==> src/rtl/tpu_pkg.sv <==
// ----------------------------------------------------------------------------
// tpu_pkg
// Shared types and constants for the tile predictor undo raster writer.
// ----------------------------------------------------------------------------
package tpu_pkg;

    localparam int DIM_BITS_DEF = 16;
    localparam int SAMPLE_W     = 32;
    localparam int HALF_W       = 16;
    localparam int IDX_W        = 32;
    localparam int CFG_IDX_W    = 3;

    typedef enum logic [CFG_IDX_W-1:0] {
        REG_IMAGE_WIDTH  = 3'd0,
        REG_IMAGE_HEIGHT = 3'd1,
        REG_TILE_WIDTH   = 3'd2,
        REG_TILE_HEIGHT  = 3'd3,
        REG_WIDE_SAMPLES = 3'd4,
        REG_PREDICTOR_ON = 3'd5,
        REG_BIG_ENDIAN   = 3'd6
    } t_cfg_reg;

    typedef struct packed {
        logic wide;
        logic pred;
        logic big_endian;
    } t_fmt;

    typedef struct packed {
        logic             in_image;
        logic             first_col;
        logic             last;
        logic [IDX_W-1:0] pixel_index;
    } t_pos;

endpackage

==> src/rtl/tpu_if.sv <==
// ----------------------------------------------------------------------------
// tpu_if
// Channel interfaces: sample input, pixel output and configuration writes.
// ----------------------------------------------------------------------------
interface tpu_sample_if import tpu_pkg::*; ();
    logic                valid;
    logic                ready;
    logic [SAMPLE_W-1:0] sample_bytes;

    modport source (output valid, output sample_bytes, input ready);
    modport sink   (input valid, input sample_bytes, output ready);
endinterface

interface tpu_pixel_if import tpu_pkg::*; ();
    logic                valid;
    logic                ready;
    logic [IDX_W-1:0]    pixel_index;
    logic [SAMPLE_W-1:0] pixel_value;
    logic                image_done;

    modport source (output valid, output pixel_index, output pixel_value,
                    output image_done, input ready);
    modport sink   (input valid, input pixel_index, input pixel_value,
                    input image_done, output ready);
endinterface

interface tpu_cfg_if import tpu_pkg::*; #(
    parameter int DATA_W = DIM_BITS_DEF
) ();
    logic                 valid;
    logic                 ready;
    logic [CFG_IDX_W-1:0] index;
    logic [DATA_W-1:0]    data;

    modport source (output valid, output index, output data, input ready);
    modport sink   (input valid, input index, input data, output ready);
endinterface

==> src/rtl/tpu_raster_addr.sv <==
// ----------------------------------------------------------------------------
// tpu_raster_addr
// Tile walk counters: position inside the tile, tile origin and raster row
// base; flags samples inside the image and forms the raster pixel index.
// ----------------------------------------------------------------------------
module tpu_raster_addr import tpu_pkg::*; #(
    parameter int DIM_BITS = DIM_BITS_DEF
) (
    input  logic                i_clk,
    input  logic                i_rst_n,
    input  logic                i_advance,
    input  logic [DIM_BITS-1:0] i_image_width,
    input  logic [DIM_BITS-1:0] i_image_height,
    input  logic [DIM_BITS-1:0] i_tile_width,
    input  logic [DIM_BITS-1:0] i_tile_height,
    output t_pos                o_pos
);

    localparam int W1 = DIM_BITS + 1;

    logic [DIM_BITS-1:0] r_col, r_row, r_left, r_top;
    logic [DIM_BITS-1:0] n_col, n_row, n_left, n_top;
    logic [IDX_W-1:0]    r_row_start, n_row_start;
    logic [DIM_BITS-1:0] w_tw, w_th;
    logic [W1-1:0]       w_col_abs, w_row_abs;

    always_comb begin
        w_tw = (i_tile_width == '0)  ? DIM_BITS'(1) : i_tile_width;
        w_th = (i_tile_height == '0) ? DIM_BITS'(1) : i_tile_height;

        w_col_abs = W1'(r_left) + W1'(r_col);
        w_row_abs = W1'(r_top) + W1'(r_row);

        o_pos.in_image    = (w_col_abs < W1'(i_image_width)) &&
                            (w_row_abs < W1'(i_image_height));
        o_pos.first_col   = (r_col == '0);
        o_pos.last        = (w_col_abs + W1'(1) == W1'(i_image_width)) &&
                            (w_row_abs + W1'(1) == W1'(i_image_height));
        o_pos.pixel_index = r_row_start + IDX_W'(w_col_abs);
    end

    always_comb begin
        n_col       = r_col;
        n_row       = r_row;
        n_left      = r_left;
        n_top       = r_top;
        n_row_start = r_row_start;
        if (i_advance) begin
            if (W1'(r_col) + W1'(1) < W1'(w_tw)) begin
                n_col = r_col + DIM_BITS'(1);
            end else begin
                n_col = '0;
                if (W1'(r_row) + W1'(1) < W1'(w_th)) begin
                    n_row       = r_row + DIM_BITS'(1);
                    n_row_start = r_row_start + IDX_W'(i_image_width);
                end else begin
                    n_row = '0;
                    if (W1'(r_left) + W1'(w_tw) < W1'(i_image_width)) begin
                        n_left = r_left + w_tw;
                    end else begin
                        n_left = '0;
                        if (W1'(r_top) + W1'(w_th) < W1'(i_image_height)) begin
                            n_top = r_top + w_th;
                        end else begin
                            n_top = '0;
                        end
                    end
                    n_row_start = IDX_W'(n_top) * IDX_W'(i_image_width);
                end
            end
        end
    end

    always_ff @(posedge i_clk) begin
        if (!i_rst_n) begin
            r_col       <= '0;
            r_row       <= '0;
            r_left      <= '0;
            r_top       <= '0;
            r_row_start <= '0;
        end else begin
            r_col       <= n_col;
            r_row       <= n_row;
            r_left      <= n_left;
            r_top       <= n_top;
            r_row_start <= n_row_start;
        end
    end

endmodule

==> src/rtl/tpu_value.sv <==
// ----------------------------------------------------------------------------
// tpu_value
// Sample assembly in the configured byte order and predictor undo by a
// running sum that restarts at each tile row.
// ----------------------------------------------------------------------------
module tpu_value import tpu_pkg::*; (
    input  logic                i_clk,
    input  logic                i_rst_n,
    input  logic                i_advance,
    input  logic [SAMPLE_W-1:0] i_raw,
    input  t_fmt                i_fmt,
    input  t_pos                i_pos,
    output logic [SAMPLE_W-1:0] o_value
);

    logic [SAMPLE_W-1:0] r_sum, n_sum;
    logic [SAMPLE_W-1:0] w_sample, w_base, w_total;

    always_comb begin
        if (i_fmt.wide && i_fmt.big_endian) begin
            w_sample = {i_raw[7:0], i_raw[15:8], i_raw[23:16], i_raw[31:24]};
        end else if (i_fmt.wide) begin
            w_sample = i_raw;
        end else if (i_fmt.big_endian) begin
            w_sample = {{HALF_W{1'b0}}, i_raw[7:0], i_raw[15:8]};
        end else begin
            w_sample = {{HALF_W{1'b0}}, i_raw[HALF_W-1:0]};
        end

        w_base  = i_pos.first_col ? '0 : r_sum;
        w_total = w_base + w_sample;
        o_value = i_fmt.wide ? w_total : {{HALF_W{1'b0}}, w_total[HALF_W-1:0]};

        n_sum = r_sum;
        if (i_advance) begin
            if (i_pos.in_image) begin
                n_sum = i_fmt.pred ? o_value : '0;
            end else begin
                n_sum = w_base;
            end
        end
    end

    always_ff @(posedge i_clk) begin
        if (!i_rst_n) begin
            r_sum <= '0;
        end else begin
            r_sum <= n_sum;
        end
    end

endmodule

==> src/rtl/tile_predictor_undo_raster_writer.sv <==
// ----------------------------------------------------------------------------
// tile_predictor_undo_raster_writer
// Takes tile samples in tile order, undoes the horizontal predictor and
// emits raster pixel index and value; padding samples give no pixel.
// Path: a transferred sample is held in the input register, then its pixel goes to the result register.
// Throughput: one sample per cycle while the pixel output is not stalled, set by the input and result registers.
// The tile counters and running sum update once for each sample that moves.
// Reset: counters, running sum and valids clear; sizes go to 1, flags to 0.
// ----------------------------------------------------------------------------
module tile_predictor_undo_raster_writer import tpu_pkg::*; #(
    parameter int DIM_BITS = DIM_BITS_DEF
) (
    input  logic        i_clk,
    input  logic        i_rst_n,
    tpu_cfg_if.sink     i_cfg,
    tpu_sample_if.sink  i_sample,
    tpu_pixel_if.source o_pixel
);

    logic [DIM_BITS-1:0] r_image_width, r_image_height, r_tile_width, r_tile_height;
    t_fmt                r_fmt;

    logic                r_in_valid;
    logic [SAMPLE_W-1:0] r_in_bytes;

    logic                r_out_valid;
    logic [IDX_W-1:0]    r_out_index;
    logic [SAMPLE_W-1:0] r_out_value;
    logic                r_out_done;

    logic                w_move;
    t_pos                w_pos;
    logic [SAMPLE_W-1:0] w_value;

    assign i_cfg.ready    = 1'b1;
    assign w_move         = r_in_valid && (!r_out_valid || o_pixel.ready);
    assign i_sample.ready = !r_in_valid || w_move;

    assign o_pixel.valid       = r_out_valid;
    assign o_pixel.pixel_index = r_out_index;
    assign o_pixel.pixel_value = r_out_value;
    assign o_pixel.image_done  = r_out_done;

    always_ff @(posedge i_clk) begin
        if (!i_rst_n) begin
            r_image_width  <= DIM_BITS'(1);
            r_image_height <= DIM_BITS'(1);
            r_tile_width   <= DIM_BITS'(1);
            r_tile_height  <= DIM_BITS'(1);
            r_fmt          <= '0;
        end else if (i_cfg.valid && i_cfg.ready) begin
            unique case (t_cfg_reg'(i_cfg.index))
                REG_IMAGE_WIDTH:  r_image_width  <= i_cfg.data;
                REG_IMAGE_HEIGHT: r_image_height <= i_cfg.data;
                REG_TILE_WIDTH:   r_tile_width   <= i_cfg.data;
                REG_TILE_HEIGHT:  r_tile_height  <= i_cfg.data;
                REG_WIDE_SAMPLES: r_fmt.wide       <= i_cfg.data[0];
                REG_PREDICTOR_ON: r_fmt.pred       <= i_cfg.data[0];
                REG_BIG_ENDIAN:   r_fmt.big_endian <= i_cfg.data[0];
                default: ;
            endcase
        end
    end

    always_ff @(posedge i_clk) begin
        if (!i_rst_n) begin
            r_in_valid <= 1'b0;
        end else if (i_sample.ready) begin
            r_in_valid <= i_sample.valid;
        end
    end

    always_ff @(posedge i_clk) begin
        if (i_sample.valid && i_sample.ready) begin
            r_in_bytes <= i_sample.sample_bytes;
        end
    end

    tpu_raster_addr #(
        .DIM_BITS (DIM_BITS)
    ) u_addr (
        .i_clk          (i_clk),
        .i_rst_n        (i_rst_n),
        .i_advance      (w_move),
        .i_image_width  (r_image_width),
        .i_image_height (r_image_height),
        .i_tile_width   (r_tile_width),
        .i_tile_height  (r_tile_height),
        .o_pos          (w_pos)
    );

    tpu_value u_value (
        .i_clk     (i_clk),
        .i_rst_n   (i_rst_n),
        .i_advance (w_move),
        .i_raw     (r_in_bytes),
        .i_fmt     (r_fmt),
        .i_pos     (w_pos),
        .o_value   (w_value)
    );

    always_ff @(posedge i_clk) begin
        if (!i_rst_n) begin
            r_out_valid <= 1'b0;
        end else if (w_move) begin
            r_out_valid <= w_pos.in_image;
        end else if (o_pixel.ready) begin
            r_out_valid <= 1'b0;
        end
    end

    always_ff @(posedge i_clk) begin
        if (w_move && w_pos.in_image) begin
            r_out_index <= w_pos.pixel_index;
            r_out_value <= w_value;
            r_out_done  <= w_pos.last;
        end
    end

    a_pixel_follows_move: assert property (@(posedge i_clk) disable iff (!i_rst_n)
        w_move && w_pos.in_image |=> o_pixel.valid)
        else $error("pixel lost after an in-image sample moved");

    a_padding_no_pixel: assert property (@(posedge i_clk) disable iff (!i_rst_n)
        w_move && !w_pos.in_image |=> !o_pixel.valid)
        else $error("pixel produced for a padding sample");

    a_stalled_input_holds: assert property (@(posedge i_clk) disable iff (!i_rst_n)
        r_in_valid && !w_move |=> r_in_valid && $stable(r_in_bytes))
        else $error("input register changed while stalled");

    a_reset_clears: assert property (@(posedge i_clk)
        !i_rst_n |=> !o_pixel.valid && !r_in_valid)
        else $error("valids not cleared by reset");

endmodule

==> src/flat_wrapper.sv <==
// flat-port wrapper written by rule: the top's interface ports become plain ports
module tile_predictor_undo_raster_writer_flat import tpu_pkg::*;
#(
    parameter int DIM_BITS = DIM_BITS_DEF
)
  (i_clk, i_rst_n, i_cfg_valid, i_cfg_index, i_cfg_data, i_cfg_ready, i_sample_valid, i_sample_sample_bytes, i_sample_ready, o_pixel_valid, o_pixel_pixel_index, o_pixel_pixel_value, o_pixel_image_done, o_pixel_ready);
  tpu_cfg_if #(.DATA_W(16)) i_cfg_i ();
  tpu_sample_if i_sample_i ();
  tpu_pixel_if o_pixel_i ();
  input  logic i_clk;
  input  logic i_rst_n;
  input wire logic [$bits(i_cfg_i.valid)-1:0] i_cfg_valid;
  input wire logic [$bits(i_cfg_i.index)-1:0] i_cfg_index;
  input wire logic [$bits(i_cfg_i.data)-1:0] i_cfg_data;
  output wire logic [$bits(i_cfg_i.ready)-1:0] i_cfg_ready;
  input wire logic [$bits(i_sample_i.valid)-1:0] i_sample_valid;
  input wire logic [$bits(i_sample_i.sample_bytes)-1:0] i_sample_sample_bytes;
  output wire logic [$bits(i_sample_i.ready)-1:0] i_sample_ready;
  output wire logic [$bits(o_pixel_i.valid)-1:0] o_pixel_valid;
  output wire logic [$bits(o_pixel_i.pixel_index)-1:0] o_pixel_pixel_index;
  output wire logic [$bits(o_pixel_i.pixel_value)-1:0] o_pixel_pixel_value;
  output wire logic [$bits(o_pixel_i.image_done)-1:0] o_pixel_image_done;
  input wire logic [$bits(o_pixel_i.ready)-1:0] o_pixel_ready;
  assign i_cfg_i.valid = i_cfg_valid;
  assign i_cfg_i.index = i_cfg_index;
  assign i_cfg_i.data = i_cfg_data;
  assign i_cfg_ready = i_cfg_i.ready;
  assign i_sample_i.valid = i_sample_valid;
  assign i_sample_i.sample_bytes = i_sample_sample_bytes;
  assign i_sample_ready = i_sample_i.ready;
  assign o_pixel_valid = o_pixel_i.valid;
  assign o_pixel_pixel_index = o_pixel_i.pixel_index;
  assign o_pixel_pixel_value = o_pixel_i.pixel_value;
  assign o_pixel_image_done = o_pixel_i.image_done;
  assign o_pixel_i.ready = o_pixel_ready;
  tile_predictor_undo_raster_writer #(.DIM_BITS(DIM_BITS)) u_core (.i_clk(i_clk), .i_rst_n(i_rst_n), .i_cfg(i_cfg_i), .i_sample(i_sample_i), .o_pixel(o_pixel_i));
endmodule
==> config.mk <==
export PLATFORM = sky130hd
export DESIGN_NAME = tile_predictor_undo_raster_writer_flat
export DESIGN_NICKNAME = d
export VERILOG_FILES = /design/src/rtl/tpu_pkg.sv /design/src/rtl/tpu_if.sv /design/src/rtl/tpu_raster_addr.sv /design/src/rtl/tpu_value.sv /design/src/rtl/tile_predictor_undo_raster_writer.sv /design/src/flat_wrapper.sv
export SDC_FILE = /design/constraint.sdc
export NUM_CORES = 2
export LEC_CHECK = 0
export BUFFER_PORTS_ARGS = -buffer_cell sky130_fd_sc_hd__buf_2
export CAP_MARGIN = 20
export CORE_ASPECT_RATIO = 1.75
export CORE_UTILIZATION = 30
export CTS_CLUSTER_SIZE = 12
export DETAILED_ROUTE_END_ITERATION = 8
export HOLD_SLACK_MARGIN = 0.02
export PLACE_DENSITY = 0.42
export SLEW_MARGIN = 0
export SYNTH_ARGS = -nofsm -noshare
export SYNTH_HDL_FRONTEND = slang
export SYNTH_SLANG_ARGS = --single-unit
==> constraint.sdc <==
create_clock -name i_clk -period 27.6 [get_ports i_clk]
set_input_delay 4.14 -clock i_clk [delete_from_list [all_inputs] [get_ports i_clk]]
set_output_delay 4.14 -clock i_clk [all_outputs]
set_load 0.005 [all_outputs]
==> qor.tcl <==
set qor(status) {finished clean}
set qor(design.core.area_mm2) 0.102
set qor(cts_hold_buffers) 0
set qor(place.detailed.instances) 4993
set qor(syn_inst) 3671
set qor(syn_area_per_cell_um2) 8.40
set qor(rows) 155
set qor(ys_seq_area_frac) 0.222
set qor(setup_tns_ns) 0
set qor(dpl_worst_slack_ns) 14.96
set qor(layout-area-overhead-vs-synth_pct) 10.5
set qor(grt_setup_unrepaired) {no}
set qor(residual_drc_count) 0
set qor(dieWidth_um) 244
set qor(path_clk_slew_ns) 0.06
set qor(critical-path-slowest-cell) {a22oi_4}
set qor(timing_max_transition_violations_final) 0
set qor(power.internal_uw) 881
set qor(proportion_of_layout_cells_with_a_drive_suffix_above_1) 0.0872
set qor(final_cell_count_no_fill) 5064
set qor(fmax_ghz) 0.0796
set qor(cts_buffers) 36
set qor(htreeDepth) 2
set qor(crit_path_max_fanout) 33
set qor(cts.sink_count) 294
set qor(slowest_delay_ns) 0.85
set qor(post_cts_buffers) 0
set qor(clock_insertion_delay_at_the_later_pin_of_the_skew_report_ns) 0.63
set qor(synth_top_cell_area_share) 0.130
set qor(required_ns) 28.12
set qor(hold_path_class) {register to register}
set qor(dieArea_mm2) 0.104
set qor(setup.worst_path.end_class) {register}
set qor(drt_pre_antenna_iters) 5
set qor(power_frac_seq) 0.374
set qor(layout.filler_cells) 10951
set qor(final.period_utilization) 0.455
set qor(cts_resized) 0
set qor(grt_antenna_before_repair) 2
set qor(cp-start-kind) {register}
set qor(floorplan.initialDensity) 0.302
set qor(dr_total_vias) 26544
set qor(syn_area_mm2) 0.0308
set qor(path_common_cell) {fa_1}
set qor(grt_start_max_net_pins) 60
set qor(power.clock.fraction) 0.426
set qor(postSynthRegisterBits) 294
set qor(ant_nets) 0
set qor(total_switching_power_uw) 422
set qor(layout.nets) 4276
set qor(timing_worst_slew_pin_value_ns) 1.02
set qor(finalHoldViolations) 0
set qor(maxSlewHeadroom) 0.317
set qor(synthDominantAreaCellType) {fa_1}
set qor(synthTopCellsByArea) {fa_1 13%, ha_1 13%, dfxtp_1 13%}
set qor(async_flop_share) 0
set qor(detailed_place_hpwl_um) 93300
set qor(finClkSkew_ns) 0.0440
set qor(ctsRootBufferMaster) {clkbuf_16}
set qor(synthMostInstantiatedCell) {nand2_1}
set qor(timing_worst_setup_path_type) {register to register}
set qor(timing.final.ws_setup_ns) 15.04
set qor(final-setup-viol-count) 0
set qor(wire_per_inst_um) 22.8
set qor(power_switching_share) 0.324
set qor(drt-initial-drc-count) 1207
set qor(synth_common_cells) {432 x nand2_1, 350 x inv_1, 321 x ha_1}
set qor(first_global_vias) 27504
set qor(combinationalPowerShare) 0.199
set qor(placement.io_buffers) 122
set qor(power.density_mw_per_mm2) 38.2
set qor(static-leakage-power_nw) 15.1
set qor(global_route.usage.total) 0.223
set qor(post_drt_via_cell_ratio) 5.24
set qor(grt_pass1_wl_um) 174000
set qor(cap_violations) 0
set qor(place_congestion) 0.877
set qor(grt_overflow_total) 0
set qor(synthesis.yosys.warnings) 0
set qor(final_core_utilization) 0.334
set qor(routed_wirelength_um) 116000
set qor(max-vdd-ir-drop_v) 0.0000540
set qor(predominant_post_synthesis_flop_cell) {dfxtp_1}
set qor(layout_min_cycle_time_ns) 12.56
set qor(die_boundary_height_um) 426
set qor(cp.arrival_ns) 13.08
set qor(cts_tree) {done}
set qor(synth-edff-count) 97
set qor(clock_path_buffers) 3
set qor(synthesis.nets) 4249
set qor(io_pins) 124
set qor(synth.distinct_cells) 114
-- worst paths after layout --
| check | from | end | slack (ns) | cells after the start |
|---|---|---|---|---|
| hold reg to reg | u_core.u_value.r_sum[24] | u_core.u_value.r_sum[24] | 0.45 | 2 |
| setup / recovery | u_core.r_tile_width[2] | u_core.u_addr.r_row_start[31] | 15.04 | 44 |
| hold / removal | u_core.u_value.r_sum[24] | u_core.u_value.r_sum[24] | 0.45 | 2 |
| setup reg to reg | u_core.r_tile_width[2] | u_core.u_addr.r_row_start[31] | 15.04 | 44 |
-- registers in the layout, indices dropped and copies added, names as in the netlist --
| signal | cells |
|---|---|
| u_core.u_value.r_sum | 32 |
| u_core.r_tile_width | 16 |
| u_core.r_fmt | 3 |
| u_core.r_tile_height | 16 |
| u_core.r_image_width | 16 |
| u_core.o_pixel.image_done | 1 |
| u_core.o_pixel.pixel_index | 32 |
| u_core.r_in_valid | 1 |
| u_core.u_addr.r_row_start | 32 |
| u_core.u_addr.r_row | 16 |
| u_core.r_image_height | 16 |
| u_core.o_pixel.pixel_value | 32 |
| u_core.u_addr.r_col | 16 |
| u_core.o_pixel.valid | 1 |
| u_core.r_in_bytes | 32 |
| u_core.u_addr.r_left | 16 |
| u_core.u_addr.r_top | 16 |
-- per-layer routing --
metal	track usage	vias up	routed length (um)	part of all wire
met2	0.447	482	64900	0.56
met5	0	-	0	0
met1	0.228	13171	42200	0.36
met4	0.102	0	5490	0.047
li1	-	12708	-	-
met3	0.0195	183	3090	0.027
-- placed cells by master (no fill, tap or decap), types with 21 or more instances in the layout --
| cell | netlist | final |
|---|---|---|
| nor4_1 | 21 | 21 |
| nand4_1 | 36 | 36 |
| nor2b_1 | 37 | 37 |
| o21ai_0 | 119 | 119 |
| inv_1 | 350 | 350 |
| a21oi_1 | 243 | 243 |
| buf_4 | 9 | 56 |
| dfxtp_1 | 197 | 196 |
| or3_1 | 24 | 24 |
| and2_1 | 147 | 146 |
| fa_1 | 201 | 201 |
| a211oi_1 | 31 | 31 |
| o21a_1 | 38 | 38 |
| mux2i_1 | 42 | 42 |
| edfxtp_1 | 97 | 97 |
| a31oi_1 | 24 | 23 |
| nor2_1 | 295 | 294 |
| a21o_1 | 68 | 68 |
| nand3_1 | 77 | 77 |
| nor3_1 | 70 | 69 |
| and3_1 | 37 | 36 |
| xor2_1 | 62 | 62 |
| nand2_1 | 432 | 432 |
| xnor2_1 | 124 | 124 |
| clkbuf_16 | 0 | 37 |
| ha_1 | 321 | 321 |
| a22oi_1 | 46 | 46 |
| buf_2 | 24 | 122 |
| nand2b_1 | 28 | 28 |
-- power by group through the flow --
stage | registers [mW] | logic [mW] | clock network, mW
2_1_floorplan | 0.494 | 0.157 | 0
3_3_place_gp | 0.497 | 0.263 | 0
3_5_place_dp | 0.497 | 0.263 | 0
4_1_cts | 0.488 | 0.264 | 0.573
5_1_grt | 0.490 | 0.285 | 0.582
6_report | 0.488 | 0.260 | 0.556
-- critical path: cells and delay by family, from the launching register on --
| family | cells | cell delay, ns |
|---|---|---|
| buffers and inverters | 5 | 0.29 |
| and+or+nand+nor | 9 | 1.42 |
| AOI/OAI and AO/OA | 17 | 5.12 |
| adders and majority gates | 11 | 4.74 |
| xor gates and xnor gates | 2 | 0.39 |
| DFF | 1 | 0.46 |
-- through the flow --
stage | hold slack (ns) | total power [mW] | instance area [um^2]
floorplan | 0.427 | 0.650 | 30800
global placement | 0.437 | 0.760 | 32700
detailed placement | 0.443 | 0.760 | 32700
CTS | 0.452 | 1.33 | 34100
global route | 0.465 | 1.36 | 34100
finish | 0.449 | 1.30 | 34100
-- cell type report --
class                      count  area, um^2  share of cell area
sequential                   294        6860               0.201
inverter                     352        1330              0.0389
antenna                        4        10.0            0.000294
clock buffer                  48        1020              0.0298
timing repair buffer         180        1050              0.0309
multi-input combinational   2834       21800               0.641
tap                         1334        1670              0.0490
clock inverter                18         305             0.00896
-- cells by family (layout without fill, tap and decap cells) --
logic type	Yosys count	after routing	synth area share
DFF	294	294	0.222
adders and majority gates	528	528	0.263
other	1	5	0.000122
AOI/OAI and AO/OA	786	786	0.172
muxes	43	43	0.0140
buffers and inverters	543	598	0.0704
xor gates and xnor gates	193	193	0.0577
and+or+nand+nor	1283	1283	0.201
No activity file was read; power rests on OpenSTA's default activity.
